===== config.mk =====
export PLATFORM = sky130hd
export DESIGN_NAME = tdre_isqrt
export DESIGN_NICKNAME = d
export VERILOG_FILES = /design/src/hw/rtl/truck_drone_route_evaluator_top_defines.svh /design/src/hw/rtl/tdre_pkg.sv /design/src/hw/rtl/tdre_isqrt.sv
export SDC_FILE = /design/constraint.sdc
export NUM_CORES = 1
export LEC_CHECK = 0
export BUFFER_PORTS_ARGS = -buffer_cell sky130_fd_sc_hd__buf_4
export CAP_MARGIN = 20
export CORE_MARGIN = 2
export CORE_UTILIZATION = 62
export CTS_BUF_LIST = sky130_fd_sc_hd__clkbuf_16
export DETAILED_ROUTE_END_ITERATION = 8
export GPL_ROUTABILITY_DRIVEN = 0
export GPL_TIMING_DRIVEN = 0
export MAX_ROUTING_LAYER = met4
export PLACE_DENSITY_LB_ADDON = 0.12
export SETUP_SLACK_MARGIN = 0.2
export SLEW_MARGIN = 20
export SYNTH_ARGS = -nofsm -noshare
export SYNTH_HDL_FRONTEND = slang
export SYNTH_SLANG_ARGS = --single-unit

===== constraint.sdc =====
create_clock -name clk -period 9.5 [get_ports clk]
set_input_delay 0.95 -clock clk [delete_from_list [all_inputs] [get_ports clk]]
set_output_delay 0.95 -clock clk [all_outputs]
set_load 0.02 [all_outputs]

===== src/hw/rtl/truck_drone_route_evaluator_top_defines.svh =====
// ----------------------------------------------------------------------------
// Assertion macros shared by the route evaluator RTL
// Implication and next-cycle implication checks, reset-qualified.
// ----------------------------------------------------------------------------
`ifndef TRUCK_DRONE_ROUTE_EVALUATOR_TOP_DEFINES_SVH
`define TRUCK_DRONE_ROUTE_EVALUATOR_TOP_DEFINES_SVH

// Same-cycle implication
`define TDRE_ASSERT_IMP(lbl, ck, rn, ante, cons, msg) \
    lbl: assert property (@(posedge ck) disable iff (!rn) (ante) |-> (cons)) else $error(msg);

// Next-cycle implication
`define TDRE_ASSERT_NXT(lbl, ck, rn, ante, cons, msg) \
    lbl: assert property (@(posedge ck) disable iff (!rn) (ante) |=> (cons)) else $error(msg);

`endif


===== src/hw/rtl/tdre_pkg.sv =====
// ----------------------------------------------------------------------------
// Route evaluator package
// Shared constants, register indexes and the sequencer state type.
// ----------------------------------------------------------------------------
package tdre_pkg;

    // Parameter defaults
    localparam int COORD_WIDTH_DEF = 16;
    localparam int TIME_WIDTH_DEF  = 32;

    // Fixed field widths
    localparam int CUST_W   = 16;
    localparam int IN_DATA_W  = 72;
    localparam int OUT_DATA_W = 72;
    localparam int CFG_IDX_W  = 3;
    localparam int POW_W      = 33;
    localparam int ELIM_W     = 40;

    // Configuration register indexes
    typedef enum logic [CFG_IDX_W-1:0] {
        REG_DEPOT   = 3'd0,
        REG_TRUCK_T = 3'd1,
        REG_DRONE_T = 3'd2,
        REG_VERT_T  = 3'd3,
        REG_PPW     = 3'd4,
        REG_BASE_P  = 3'd5,
        REG_CAP     = 3'd6,
        REG_BATT    = 3'd7
    } cfg_reg_t;

    // Sequencer states
    typedef enum logic [3:0] {
        S_IDLE,
        S_DIFF,
        S_TMUL,
        S_SQX,
        S_SQY,
        S_ROOT_GO,
        S_ROOT,
        S_CRUISE,
        S_SEG,
        S_ACC,
        S_SVC,
        S_POWER,
        S_PADD,
        S_ECHK,
        S_EMUL,
        S_DONE
    } state_t;

endpackage


===== src/hw/rtl/tdre_isqrt.sv =====
// ----------------------------------------------------------------------------
// Digit-serial integer square root
// Produces floor(sqrt(radicand)), one root bit (two radicand bits) per cycle.
// ----------------------------------------------------------------------------
module tdre_isqrt #(
    parameter int SQ_W = 2 * tdre_pkg::COORD_WIDTH_DEF + 1
) (
    input  logic                    clk,
    input  logic                    rst_n,
    input  logic                    start,
    input  logic [SQ_W-1:0]         radicand,
    output logic                    done,
    output logic [(SQ_W+1)/2-1:0]   root
);
    import tdre_pkg::*;

    localparam int RN = (SQ_W + 1) / 2;
    localparam int N2 = 2 * RN;

    logic          run_reg, run_next;
    logic          done_reg, done_next;
    logic [N2-1:0] v_reg, v_next;
    logic [N2-1:0] r_reg, r_next;
    logic [N2-1:0] b_reg, b_next;
    logic [N2-1:0] rb;

    // One restoring step per cycle
    always_comb
    begin
        run_next  = run_reg;
        done_next = done_reg;
        v_next    = v_reg;
        r_next    = r_reg;
        b_next    = b_reg;
        rb        = r_reg + b_reg;
        if (start)
        begin
            run_next  = 1'b1;
            done_next = 1'b0;
            v_next    = N2'(radicand);
            r_next    = '0;
            b_next    = N2'(1) << (N2 - 2);
        end
        else if (run_reg)
        begin
            if (v_reg >= rb)
            begin
                v_next = v_reg - rb;
                r_next = (r_reg >> 1) + b_reg;
            end
            else
            begin
                r_next = r_reg >> 1;
            end
            b_next = b_reg >> 2;
            if (b_reg[0])
            begin
                run_next  = 1'b0;
                done_next = 1'b1;
            end
        end
    end

    always_ff @(posedge clk or negedge rst_n)
    begin
        if (!rst_n)
        begin
            run_reg  <= 1'b0;
            done_reg <= 1'b0;
        end
        else
        begin
            run_reg  <= run_next;
            done_reg <= done_next;
        end
    end

    always_ff @(posedge clk)
    begin
        v_reg <= v_next;
        r_reg <= r_next;
        b_reg <= b_next;
    end

    assign done = done_reg;
    assign root = r_reg[RN-1:0];

endmodule


==> metrics <==
status=completed; Max Slew Vio Count=0; number of port buffers=53; register bit count reported by yosys=87; core area=11,900 um^2; CTS tree=done; Slew @ Worst Pin=0.792 ns; worst hold path type=input port to async pin; Tcrit/Tclk final=0.653; Critical Path AT=about 6.3 ns; Max IR drop VDD=0.231 mV; post-CTS setup buffers=0; Starting Density=0.629; post-synth top area cell=dfxtp_1; Setup CP Type=flip-flop to flip-flop; Cell Rows=40; Post-Syn Instances=905; critical path launch point=b_reg[0]; Top cell by count, worst path=ha_1; antenna violations before repair=0; # Max-Cap Violations=0; RR Startpoint=b_reg[0]; grt total ovfl=0; vias=7,205; CP required=9.56 ns; CP max FO=17; WL/cell=18.4 um; Cell Area, Synth=7460 um^2; Avg Synthesized Cell Area=8.25 um^2; Pwr Total=2.35 mW; synth cell count leaders=94 x nand2_1, 94 x nor2_1, 70 x ha_1; fin util=0.711; detailed placement HPWL=15,200 um; total wire length=20,700 um; largest net degree at the start of global routing=18; clock sink count=87; Vias/cell=6.42; Pre-antenna DRT Iters=6; f_max=between 0.15 and 0.2 GHz; Slew headroom=0.472; 1st-iter DRT viols=790; number of top-level pins=54; met3 wire len=1390 um; ant diodes=0; EDFF count, synth=33; CTS H-tree depth=3; clock-pin slew on the worst setup and hold paths=0.07 ns; syn_nets=between 1,000 and 1,500; cell breakdown of the critical path=ha_1, ha_1, a21oi_1, o21ai_1, a31oi_1, o21ai_1, a211oi_1, o21bai_1, o21ba_2, o21ai_0, xor2_1, ha_1, nand2_1, nor3_1, nand4_1, a21oi_1, a31oi_1, and2_1, buf_6, buf_4, buf_2, o21ai_4, buf_16; ys async rst share=0.0230; layout cells sized above 1=0.125; CTS Buf Count=9; Max Root-Sink Buffers=2; LEAKAGE=approximately 3.5 nW; worst-skew pair later-pin latency=between 0.3 and 0.4 ns; DR top layer=met4; area of the die=roughly 13,000 um^2; WHS=0.359 ns; Cell variety after synth=63; CP Capture Type=flip-flop; Post-CTS Resized=0; Slowest-stage cell, CP=o21ai_4; post-synthesis sequential area ratio=0.279; RSZ-0062 raised after global routing=false; critical path startpoint category=flip-flop; hold_buf cts=0; minimum clock period=a little over 6 ns; Layout area overhead=12.9%; TNS Setup=0 ns; GR Util All Layers=0.336; root buffer cell=clkbuf_16; Yosys Warn Count=0; Final Hold Fails=0; Non-Filler Instances=1,122; Worst Clk Skew=between 0.006 and 0.007 ns; Power per Cell Area=279 nW/um^2; Most used DFF post-synth=dfxtp_1; residual DRC count=0; Routed Antenna Nets=0; Max stage delay on crit path=0.58 ns; vias in the first global route=about 6,700; # setup viols final=0; WL met1=9050 um; nets@finish=1,077; synth top area cells=dfxtp_1 14%, edfxtp_1 13%, ha_1 12%, nand2_1 4.7%, nor2_1 4.7%; die height=114 um; post-synth top area share=0.139; first-pass GRT wire length=33,500 um; met2 wire len=9550 um; chip width=between 100 and 150 um; placed cell count=1,106
==> per-stage QoR <==
stage | setup slack [ns] | area, um^2
after floorplan | 2.63 | 7460
after global placement | 0.478 | 8050
after detailed placement | 3.52 | 8090
after CTS | 3.46 | 8430
after global routing | 2.93 | 8430
final | 3.30 | 8430
==> layout make-up <==
cell class / count / area (um^2)
inverters: 11 / 41.3
clock inverters: 6 / 92.6
fillers: 1011 / 3430
multi-input cells: 752 / 5050
well taps: 147 / 184
repair buffers: 54 / 425
plain buffers: 55 / 303
flip-flops and latches: 87 / 2080
clock buffers: 10 / 250
==> logic make-up (layout without fill, tap and decap cells) <==
kind of cell	after synthesis	in the layout	synth area share
adder cells (fa/ha/maj)	71	71	0.120
XOR/XNOR	67	67	0.0786
buffers and inverters	66	136	0.0461
AO/OA/AOI/OAI	294	294	0.256
flip-flops	87	87	0.279
multiplexers	30	30	0.0409
AND/OR/NAND/NOR	290	290	0.180
==> power by group <==
group	internal [mW]	leakage, nW	switching (mW)
clock network	0.248	0.171	0.161
logic	0.544	2.55	0.837
registers	0.520	0.784	0.0442
total	1.31	3.51	1.04
==> per-layer routing <==
metal  up-vias  global-route usage
li1       3490                   -
met1      3364               0.438
met2       298               0.523
met3        53              0.0499
met4         0               0.146
met5         -                   -
==> path summary, 6_finish.rpt <==
check	to	slack [ns]	depth (start not counted)
min in group clk	done	0.52	2
hold reg to reg	done	0.52	2
setup reg to reg	v_reg[8]	3.30	23
max in group asynchronous	done	9.06	1
setup / recovery	v_reg[8]	3.30	23
hold / removal	done	0.36	1
==> cell usage in the layout, fill, tap and decap left out, types with 11 or more instances in the layout <==
| cell | Yosys | layout |
|---|---|---|
| and3_1 | 11 | 11 |
| edfxtp_1 | 33 | 33 |
| a31oi_1 | 27 | 27 |
| nand3_1 | 19 | 19 |
| o21a_1 | 14 | 14 |
| ha_1 | 70 | 70 |
| xor2_1 | 36 | 36 |
| buf_4 | 20 | 73 |
| o21ai_0 | 67 | 66 |
| a211oi_1 | 27 | 27 |
| clkbuf_1 | 24 | 24 |
| o21ai_1 | 11 | 11 |
| nand2_1 | 94 | 94 |
| o21bai_1 | 11 | 11 |
| a21oi_1 | 64 | 64 |
| mux2i_1 | 26 | 26 |
| xnor2_1 | 31 | 31 |
| a21o_1 | 18 | 18 |
| inv_1 | 10 | 11 |
| dfxtp_1 | 52 | 52 |
| nor3_1 | 12 | 12 |
| nor2_1 | 94 | 94 |
==> worst max-delay path: cells and delay by family (launching register included) <==
family / cells / cell delay (ns)
compound gates: 11 / 2.84
simple gates: 4 / 0.90
fa+ha+maj: 3 / 0.84
flops: 1 / 0.39
xor+xnor: 1 / 0.14
buf+inv: 4 / 0.79
Power figures use the tool's default switching activity.
